--- src/hw/rtl/mrfc_pkg.sv ---
// Shared types, constants and the CRC-16 byte update for the Modbus request
// frame checker. No dependencies; every other file imports this package.

package mrfc_pkg;

  localparam logic [15:0] CRC_POLY          = 16'h1021;
  localparam logic [7:0]  FAULT_FLAG        = 8'h80;
  localparam logic [7:0]  MIN_FRAME         = 8'd7;
  localparam logic [7:0]  HDR_LEN           = 8'd6;
  localparam logic [7:0]  DLY_LEN           = 8'd2;
  localparam logic [7:0]  LEN_MAX           = 8'd255;
  localparam logic [7:0]  STATION_RESET     = 8'd1;

  localparam logic [7:0]  FUNC_READ_HOLD    = 8'h03;
  localparam logic [7:0]  FUNC_READ_INPUT   = 8'h04;
  localparam logic [7:0]  FUNC_WRITE_SINGLE = 8'd6;
  localparam logic [7:0]  FUNC_WRITE_MULTI  = 8'd16;

  localparam int unsigned QUEUE_DEPTH_DEF   = 2;

  typedef enum logic [2:0] {
    V_IGNORE       = 3'd0,
    V_FAULT        = 3'd1,
    V_READ_HOLD    = 3'd2,
    V_READ_INPUT   = 3'd3,
    V_WRITE_SINGLE = 3'd4,
    V_WRITE_MULTI  = 3'd5
  } verdict_t;

  // One finished frame, handed from the byte front end to the verdict stage
  typedef struct packed {
    logic [5:0][7:0] hdr;        // first six bytes, zero where not received
    logic [7:0]      len;        // saturating byte count
    logic            crc_ok;     // running CRC matched the trailing two bytes
    logic [15:0]     first_crc;  // CRC over the address byte alone
    logic [15:0]     six_crc;    // CRC over the first six bytes
  } frame_rec_t;

  // Feed one byte, MSB first
  function automatic logic [15:0] crc_feed(input logic [15:0] crc, input logic [7:0] b);
    logic [15:0] c;
    c = crc;
    for (int k = 0; k < 8; k++) begin
      if (b[7-k] != c[15]) begin
        c = {c[14:0], 1'b0} ^ CRC_POLY;
      end else begin
        c = {c[14:0], 1'b0};
      end
    end
    return c;
  endfunction

endpackage

--- src/hw/rtl/mrfc_back.sv ---
// Verdict stage: holds the station address, classifies the frame record at
// the queue head and loads the result register. Uses mrfc_pkg.

module mrfc_back import mrfc_pkg::*; (
  input  logic        clk,
  input  logic        rst_n,
  input  logic        cfg_we,
  input  logic [7:0]  cfg_data,
  input  logic        q_avail,
  input  frame_rec_t  q_rdata,
  output logic        q_rd,
  input  logic        out_pop,
  output logic        out_empty,
  output logic [2:0]  out_verdict,
  output logic [7:0]  out_function_code,
  output logic [7:0]  out_frame_length,
  output logic [15:0] out_register_address,
  output logic [15:0] out_register_count,
  output logic [15:0] out_fault_crc,
  output logic [15:0] out_ack_crc
);

  logic [7:0]  station_r;
  logic        valid_r;
  verdict_t    verdict_r, verdict_nxt;
  logic [7:0]  fn_r, len_r;
  logic [15:0] addr_r, cnt_r, fcrc_r, fcrc_nxt, ack_r;
  logic [7:0]  fn;

  assign fn   = q_rdata.hdr[1];
  assign q_rd = q_avail && (!valid_r || out_pop);

  always_comb begin
    if (q_rdata.len < MIN_FRAME || q_rdata.hdr[0] != station_r || !q_rdata.crc_ok) begin
      verdict_nxt = V_IGNORE;
    end else if (q_rdata.hdr[2] != 8'd0) begin
      verdict_nxt = V_FAULT;
    end else begin
      case (fn)
        FUNC_READ_HOLD:    verdict_nxt = V_READ_HOLD;
        FUNC_READ_INPUT:   verdict_nxt = V_READ_INPUT;
        FUNC_WRITE_SINGLE: verdict_nxt = V_WRITE_SINGLE;
        FUNC_WRITE_MULTI:  verdict_nxt = V_WRITE_MULTI;
        default:           verdict_nxt = V_FAULT;
      endcase
    end
    // address byte CRC was taken up front; add the flagged function code
    fcrc_nxt = crc_feed(q_rdata.first_crc, fn + FAULT_FLAG);
  end

  always_ff @(posedge clk) begin
    if (!rst_n) begin
      station_r <= STATION_RESET;
    end else if (cfg_we) begin
      station_r <= cfg_data;
    end
  end

  always_ff @(posedge clk) begin
    if (!rst_n) begin
      valid_r <= 1'b0;
    end else if (q_rd) begin
      valid_r <= 1'b1;
    end else if (out_pop) begin
      valid_r <= 1'b0;
    end
  end

  always_ff @(posedge clk) begin
    if (q_rd) begin
      verdict_r <= verdict_nxt;
      fn_r      <= fn;
      len_r     <= q_rdata.len;
      addr_r    <= {q_rdata.hdr[2], q_rdata.hdr[3]};
      cnt_r     <= {q_rdata.hdr[4], q_rdata.hdr[5]};
      fcrc_r    <= fcrc_nxt;
      ack_r     <= q_rdata.six_crc;
    end
  end

  assign out_empty            = !valid_r;
  assign out_verdict          = verdict_r;
  assign out_function_code    = fn_r;
  assign out_frame_length     = len_r;
  assign out_register_address = addr_r;
  assign out_register_count   = cnt_r;
  assign out_fault_crc        = fcrc_r;
  assign out_ack_crc          = ack_r;

  a_hold_stalled: assert property (@(posedge clk) disable iff (!rst_n)
      valid_r && !out_pop |=> valid_r && $stable(verdict_r) && $stable(fcrc_r))
    else $error("result changed while stalled");
  a_short_ignored: assert property (@(posedge clk) disable iff (!rst_n)
      valid_r && len_r < MIN_FRAME |-> verdict_r == V_IGNORE)
    else $error("short frame not ignored");
  a_load_slot: assert property (@(posedge clk) disable iff (!rst_n)
      q_rd |-> !valid_r || out_pop)
    else $error("result register overwritten");

endmodule

--- config.mk ---
export PLATFORM = sky130hd
export DESIGN_NAME = mrfc_back
export DESIGN_NICKNAME = d
export VERILOG_FILES = /design/src/hw/rtl/mrfc_pkg.sv /design/src/hw/rtl/mrfc_back.sv
export SDC_FILE = /design/constraint.sdc
export NUM_CORES = 1
export LEC_CHECK = 0
export BUFFER_PORTS_ARGS = -buffer_cell sky130_fd_sc_hd__buf_2
export CAP_MARGIN = 40
export CORE_MARGIN = 10
export CORE_UTILIZATION = 45
export DETAILED_ROUTE_END_ITERATION = 12
export GPL_ROUTABILITY_DRIVEN = 0
export PLACE_DENSITY = 0.82
export SLEW_MARGIN = 20
export SYNTH_ARGS = -nofsm -noshare
export SYNTH_HDL_FRONTEND = slang
export SYNTH_SLANG_ARGS = --single-unit
--- constraint.sdc ---
create_clock -name clk -period 14.78 [get_ports clk]
set_clock_uncertainty 0.1 [all_clocks]
set_input_delay 1.478 -clock clk [delete_from_list [all_inputs] [get_ports clk]]
set_output_delay 1.478 -clock clk [all_outputs]
set_load 0.02 [all_outputs]
## Word level (Yosys, flattened, before mapping)

Index checks and enable logic that the tools add are counted.

- Memories: 0
- Latch bits: 0
- Memory bits (writable): 0
- Memory bits (read-only): 0
- Output and inout port bits: 85
- Register bits after elaboration: 92

- Equality and inequality tests: 13
- Reduce and logical (&&, ||, !) cells: 9
- Div/mod/pow operators: 0
- Shift-type cells: 0
- Mux-type cells: 12
- $mul: 0
- Bitwise gates (word level): 8
- Magnitude comparators: 1
- Add/subtract/negate cells: 1

Operators with widths:

| kind | number |
|---|---|
| $mux 13 | 8 |
| $not 3->3 | 8 |
| $eq 8x3->1 const B | 2 |
| $pmux 3 s4 | 1 |
| $add 8x8->8 const B | 1 |
| $eq 8x2->1 const B | 1 |
| $eq 8x5->1 const B | 1 |
| $lt 8x3->1 const B | 1 |
| $ne 1x1->1 | 8 |
| $ne 8x8->1 | 1 |
| $reduce_bool 8->1 | 1 |
| $logic_or 1x1->1 | 3 |
| $mux 1 | 3 |
| $logic_not 1->1 | 2 |
| $reduce_bool 2->1 | 1 |
| $reduce_or 2->1 | 1 |
| $logic_and 1x1->1 | 1 |

## Logic depth before layout (Yosys ltp)

Gate-level depths: netlist of run 1.

- Word-level depth: 17
- Depth in mapped cells: 5

## Worst setup path before layout of run 1

Ideal clock, no wire load.

- Kind: input to output
- From: input port out_pop
- To: output port q_rd
- Data required time: 13202 ps
- Path slack: 7723 ps
- Data arrival time: 5479 ps
- Buffers on the path: 0
- Stages: 2
- Cell sequence: nor2_1 -> nor2b_1

- Word-level cells in the longest chain between the ends: 2

RTL lines:

| element | line | RTL |
|---|---|---|
| from (decl) | mrfc_back.sv:12 | `input logic out_pop,` |
| $logic_or 1x1->1 | mrfc_back.sv:31 | `assign q_rd = q_avail && (!valid_r \|\| out_pop);` |
| $logic_and 1x1->1 | mrfc_back.sv:31 |  |
| to (decl) | mrfc_back.sv:11 | `output logic q_rd,` |

No other way between the ends.

## Worst setup path after layout of run 1

Same ends and word-level chain as after synthesis.

==> results by group, run 1 <==
Routing
  – DRT Pass-1 Iters: 6
  – Routed wire per std cell: 20.0 µm
  – Post-Route WL: 9.37 mm
  – Post-route ant nets: 0
  – Vias: 2,167
  – Remaining DRCs: 0
  – Via density per instance: 4.63
  – Iter 0 DRT Violations: 91

Global routing
  – GR Util All Layers: 16.5%
  – First-pass GRT wire length: 13.6 mm
  – Pin count of the biggest net entering global routing: 47
  – Initial antenna violation count: 0
  – Vias in the first global route: 2,329
  – Remaining Overflow, GRT: 0

Final layout
  – Commonest non-fill, non-tap cell in the layout: buf_2
  – Number of fill cells: 549
  – Most frequent cells in the layout: buf_2, edfxtp_1, xnor2_1
  – Layout cells sized above 1: 55.4%
  – Net count, final: 469
  – Area Growth Syn to Fin: 39.3%
  – ANT cells: 0

Yosys
  – Post-Synth Adder-Cell Area: 0%
  – Largest family of logic cells by synthesized area: XOR/XNOR gates
  – Net Count, Synth: 272
  – Warnings from Yosys: 0
  – Synthesized instance count: 170
  – Simple-Gate Fraction of Synth Area: 4.75%
  – Mean Syn Cell Area: 19.1 µm²
  – Sequential-to-total area share from yosys stat: 82.4%
  – Synthesized area: 3240 µm²
  – Post-synthesis mux area share: 2.47%
  – Synth Area in Compound Gates: 1.00%
  – Synth cell types: 19
  – #FFs+latches synth: 92
  – XOR/XNOR Fraction of Synth Area: 8.91%

Die
  – Die Width: 105 µm
  – Initial cell density of the core: 47.0%
  – Area of the die: 11,000 µm²
  – # IOs: 187
  – CORE AREA: 6910 µm²
  – Cell row count: 30
  – Die height: 105 µm

Timing
  – Max-slew violations: 0
  – RSZ-0062 raised after global routing: false
  – Tmin final: 3.59 ns
  – # setup viols final: 0
  – Fmax: 278 MHz
  – Hold Violations, Final: 0
  – Max_slew headroom: 65.5%
  – Setup TNS: 0 ns
  – Tcrit/Tclk final: 24.3%
  – Slew @ Worst Pin: 0.517 ns
  – Min Hold Slack: 0.411 ns

CTS
  – H-tree level count: 3
  – Hold buffers post-CTS: 0
  – Clock sinks: 92
  – Worst skew pair latency: 0.35 ns
  – CTS Buffer Depth: 2
  – Clk pin slew, worst setup/hold paths: 0.09 ns
  – Gates resized, CTS repair: 0
  – CTS Root Buffer Type: clkbuf_8
  – Post-CTS Setup Repair Bufs: 0
  – CTS tree: yes
  – Inserted Clock Buffers: 9

Setup path
  – Crit Path Class: input port to primary output
  – Critical path's top delay family: buffers and inverters
  – Most common cell on crit path: buf_2
  – CP Data Required Time: 13.20 ns
  – Max stage delay on crit path: 0.19 ns
  – FF-to-FF setup slack: 13.01 ns
  – Worst EP arrival: 2.02 ns
  – Worst Path Buf+Inv: 2
  – Worst-path maximum fanout: 2
  – CP endpoint kind: primary output
  – Worst reg2reg path depth: 5
  – Slowest CP cell: nor2_1
  – Startpoint types: input port
  – Crit-path cells: buf_2 > nor2_1 > nor2b_4 > buf_2
  – Critical Path Stages: 4

Place
  – Input/output buffers: 186
  – DP HPWL: 7.75 mm

Worst hold path
  – Hold Crit Depth: 2
  – Hold crit path type: register to register

Run
  – Max cap viols: 0

Power and ir drop
  – Worst vdd ir: 0.0513 mV
  – Power per cell area: 123 nW/µm²
  – Leakage power: 1.92 nW

Run status
  – Outcome: finished, final reports clean
-- metal layers --
metal	vias to the layer above	part of all wire, %	routed length, µm	track usage (%)
li1	1029	-	-	-
met1	1008	35	3320	16.8
met2	117	53	4960	29.7
met3	13	9.8	920	6.39
met4	0	1.7	163	6.67
met5	-	0	0	0
-- worst paths after layout --
kind                      from                       to
hold / removal    station_r[0]             station_r[0]
setup / recovery       out_pop                     q_rd
setup reg to reg       valid_r  out_register_address[3]
hold reg to reg   station_r[0]             station_r[0]
-- final cells by class --
type | instances | area (µm²) | share of cell area, %
sequential | 92 | 2670 | 59.2
timing repair buffer | 188 | 958 | 21.2
multi-input combinational | 74 | 563 | 12.5
clock buffer | 9 | 124 | 2.74
tap | 96 | 120 | 2.66
clock inverter | 7 | 71.3 | 1.58
inverter | 2 | 7.51 | 0.166
-- sequential cells by signal, indices dropped and copies added (netlist names) --
name,count
out_fault_crc,16
out_register_address,16
out_register_count,16
station_r,8
out_function_code,8
valid_r,1
out_ack_crc,16
out_frame_length,8
out_verdict,3
-- power breakdown --
group	internal (mW)	switching (mW)	total, mW
combinational	0.0321	0.0518	0.0840
clock	0.0654	0.0945	0.160
sequential	0.307	0.00502	0.312
total	0.404	0.151	0.556
-- worst reg2reg max path, stage by stage, from the launching register on --
cell and delay, ns:
dfxtp_1 0.31, inv_1 0.05, nor2_1 0.07, nor2b_4 0.14
buf_4 0.45, buf_12 0.31
-- synth_stat cells, drive strengths merged --
library cell | instances | area (µm²)
nand2 | 4 | 15.0
o21a | 1 | 7.51
edfxtp | 83 | 2490
nand4 | 1 | 6.26
mux2i | 8 | 80.1
xnor2 | 24 | 210
nor2b | 8 | 50.1
xor2 | 9 | 78.8
clkbuf | 2 | 7.51
nand3 | 2 | 10.0
inv | 2 | 7.51
nor2 | 6 | 22.5
a31oi | 1 | 6.26
a21oi | 2 | 10.0
a311oi | 1 | 8.76
dfxtp | 9 | 180
or4 | 2 | 18.8
nor4 | 5 | 31.3
-- kinds of logic (layout without fill, tap and decap cells) --
| group | count (synthesis) | in the layout |
|---|---|---|
| AO/OA/AOI/OAI | 5 | 5 |
| flip-flops | 92 | 92 |
| XOR/XNOR | 33 | 33 |
| multiplexers | 8 | 8 |
| buffers and inverters | 4 | 206 |
| AND/OR/NAND/NOR | 28 | 28 |
-- stage by stage --
step / power, mW / setup WS [ns] / util [%] / std cells / area (µm²)
floorplan: 0.364 / 7.72 / - / 170 / 3240
detailed placement: 0.404 / 11.18 / 62.6 / 452 / 4320
global route: 0.578 / 11.15 / 65.4 / 468 / 4520
CTS: 0.561 / 11.18 / 65.4 / 468 / 4520
finish: 0.556 / 11.19 / 65.4 / 468 / 4520
global placement: 0.399 / 11.19 / 62.3 / 451 / 4300
Note: power is estimated with default switching activity, not from simulation.
==> run 2, diff against run 1 <==
CORE_UTILIZATION = 39   (was 45)
PLACE_DENSITY = 0.75   (was 0.82)
clock period = 3 ns   (was 14.78 ns; I/O delays follow)
==> run 2 against run 1 <==
  * Via count is 1.1% higher
  * Non-clock buffer count is 15 higher
  * First-iteration DRC count is 14% lower
  * Clock power grew to 4.8 times the previous value
  * Critical path depth stayed put
  * Sequential share of layout area is 2.0 points lower
  * Combinational power grew to 5.1 times the previous value
  * Count of clock-buffer cells in the layout stayed put
  * Highest routed layer unchanged
  * Register-to-register slack worse by 12 ns
  * Largest power group unchanged
==> results by group, run 2 (synthesis results as in run 1) <==
Run status
  – Outcome: finished, final reports clean

Timing
  – Worst setup slack after layout: 0.973 ns (-10.21 ns)
  – RSZ-0062 raised after global routing: false
  – Setup TNS: 0 ns (unchanged)
  – Tmin final: 2.03 ns
  – Max_slew headroom: 56.0% (-9.5 points)
  – Max-slew violations: 0 (unchanged)
  – Fmax: 493 MHz
  – # setup viols final: 0 (unchanged)
  – Tcrit/Tclk final: 67.6%
  – Hold Violations, Final: 0 (unchanged)
  – Slew @ Worst Pin: 0.658 ns (+0.141 ns)

CTS
  – Worst skew pair latency: 0.35 ns (about the same)
  – CTS tree: yes
  – H-tree level count: 3 (unchanged)
  – Post-CTS Setup Repair Bufs: 0 (unchanged)
  – CTS Buffer Depth: 2 (unchanged)
  – Gates resized, CTS repair: 0 (unchanged)
  – Clk pin slew, worst setup/hold paths: 0.10 ns (about the same)
  – Inserted Clock Buffers: 9 (unchanged)
  – CTS Root Buffer Type: clkbuf_8
  – Clock sinks: 92 (unchanged)

Place
  – Input/output buffers: 186 (unchanged)
  – DP HPWL: 7.05 mm (-9.1%)
  – Pre-CTS WS: 1.15 ns (-10.03 ns)

Global routing
  – Pin count of the biggest net entering global routing: 38 (-19%)
  – First-pass GRT wire length: 13.0 mm (-4.2%)
  – Vias in the first global route: 2,310 (-0.82%)
  – GR Util All Layers: 13.5% (-3.0 points)
  – Remaining Overflow, GRT: 0 (unchanged)
  – Initial antenna violation count: 0 (unchanged)

Die
  – Area of the die: 12,400 µm² (+12%)
  – # IOs: 187 (unchanged)
  – Die height: 111 µm (+6.0%)
  – CORE AREA: 8130 µm² (+18%)
  – Initial cell density of the core: 39.9% (-7.1 points)
  – Die Width: 111 µm (+6.0%)
  – Cell row count: 33 (+10%)

Final layout
  – Net count, final: 484 (+3.2%)
  – Number of fill cells: 684 (+25%)
  – Layout cells sized above 1: 53.2% (-2.1 points)
  – Commonest non-fill, non-tap cell in the layout: buf_2
  – Most frequent cells in the layout: buf_2, edfxtp_1, xnor2_1, dlygate4sd3_1
  – Area Growth Syn to Fin: 44.2%
  – ANT cells: 0 (unchanged)

Routing
  – Iter 0 DRT Violations: 78 (-14%)
  – Post-Route WL: 8.72 mm (-7.0%)
  – Vias: 2,190 (+1.1%)
  – Via density per instance: 4.45 (-3.9%)
  – Remaining DRCs: 0 (unchanged)
  – DRT Pass-1 Iters: 4 (-2)
  – Post-route ant nets: 0 (unchanged)
  – Routed wire per std cell: 17.7 µm (-12%)

Worst hold path
  – Hold crit path type: input port to register

Power and ir drop
  – Worst vdd ir: 0.206 mV (+300%)
  – Leakage power: 1.98 nW (+3.0%)
  – Power per cell area: 584 nW/µm² (+370%)

Setup path
  – Worst EP arrival: 1.63 ns (-0.39 ns)
  – Worst-path maximum fanout: 21 (+19)
  – Crit Path Class: register to primary output
  – Startpoint types: register
  – CP endpoint kind: primary output
  – CP Data Required Time: 2.60 ns (-10.60 ns)

Run
  – Max cap viols: 0 (unchanged)
-- run 2: cell count changes in the layout (fill, tap and decap cells not counted) --
cell           delta
dlygate4sd3_1    +14
clkinv_8          -1
clkinvlp_4        +2
inv_8             +1
clkinv_4          -4
inv_6             +1
clkinv_1          +1
buf_12            +1
-- run 2: report_power, final --
group          internal [mW]  leakage [nW]  switching, mW  total, mW
Clock                  0.316        0.0877          0.453      0.769
Sequential              1.51         0.879         0.0218       1.53
Combinational          0.174          1.01          0.254      0.427
-- run 2: path summary, 6_finish.rpt --
check                             startpoint               endpoint  slack, ns  cells after the start
worst min register to register  station_r[0]           station_r[0]       0.41                      2
worst max register to register       valid_r  out_register_count[3]       1.30                      4
worst max-delay path                 valid_r                   q_rd       0.97                      4
worst min-delay path              q_rdata[3]         out_ack_crc[3]       0.02                      1
-- run 2: layout make-up --
class | count | area [µm²] | area share (%)
sequential | 92 | 2670 | 57.2
timing repair buffer | 203 | 1120 | 23.9
multi-input combinational | 74 | 563 | 12.0
tap | 105 | 131 | 2.81
clock buffer | 9 | 124 | 2.65
clock inverter | 7 | 58.8 | 1.26
inverter | 2 | 7.51 | 0.161
-- run 2: critical path, cell delays in order (launching register included) --
cell     delay [ns]
dfxtp_1        0.31
inv_1          0.06
nor2_1         0.07
nor2b_4        0.54
buf_2          0.30
-- run 2: timing repair --
item / in CTS / in global routing
hold buffers: 10 / 4
endpoints found under the setup margin: 0 / 0
endpoints found under the hold margin: 10 / 4
-- run 2: routing by layer --
metal  up-vias  part of all wire (%)  GRT usage [%]
li1       1056                     -              -
met1      1014                    39           14.9
met2       112                    50           22.4
met3         8                    10           6.39
met4         0                   1.1           4.28
met5         -                     0              0
-- run 2: per-stage QoR --
| stage | cell area [µm²] | total power [mW] | utilization [%] | std cells | hold slack (ns) |
|---|---|---|---|---|---|
| 5_1_grt | 4680 | 2.85 | 57.5 | 492 | 0.0000955 |
| 3_3_place_gp | 4350 | 1.97 | 53.5 | 462 | 0.376 |
| 3_5_place_dp | 4350 | 1.98 | 53.5 | 462 | 0.378 |
| 4_1_cts | 4640 | 2.77 | 57.0 | 488 | 0.0000345 |
| 6_report | 4680 | 2.73 | 57.5 | 492 | 0.0180 |
| 2_1_floorplan | 3250 | 1.79 | - | 170 | 0.262 |
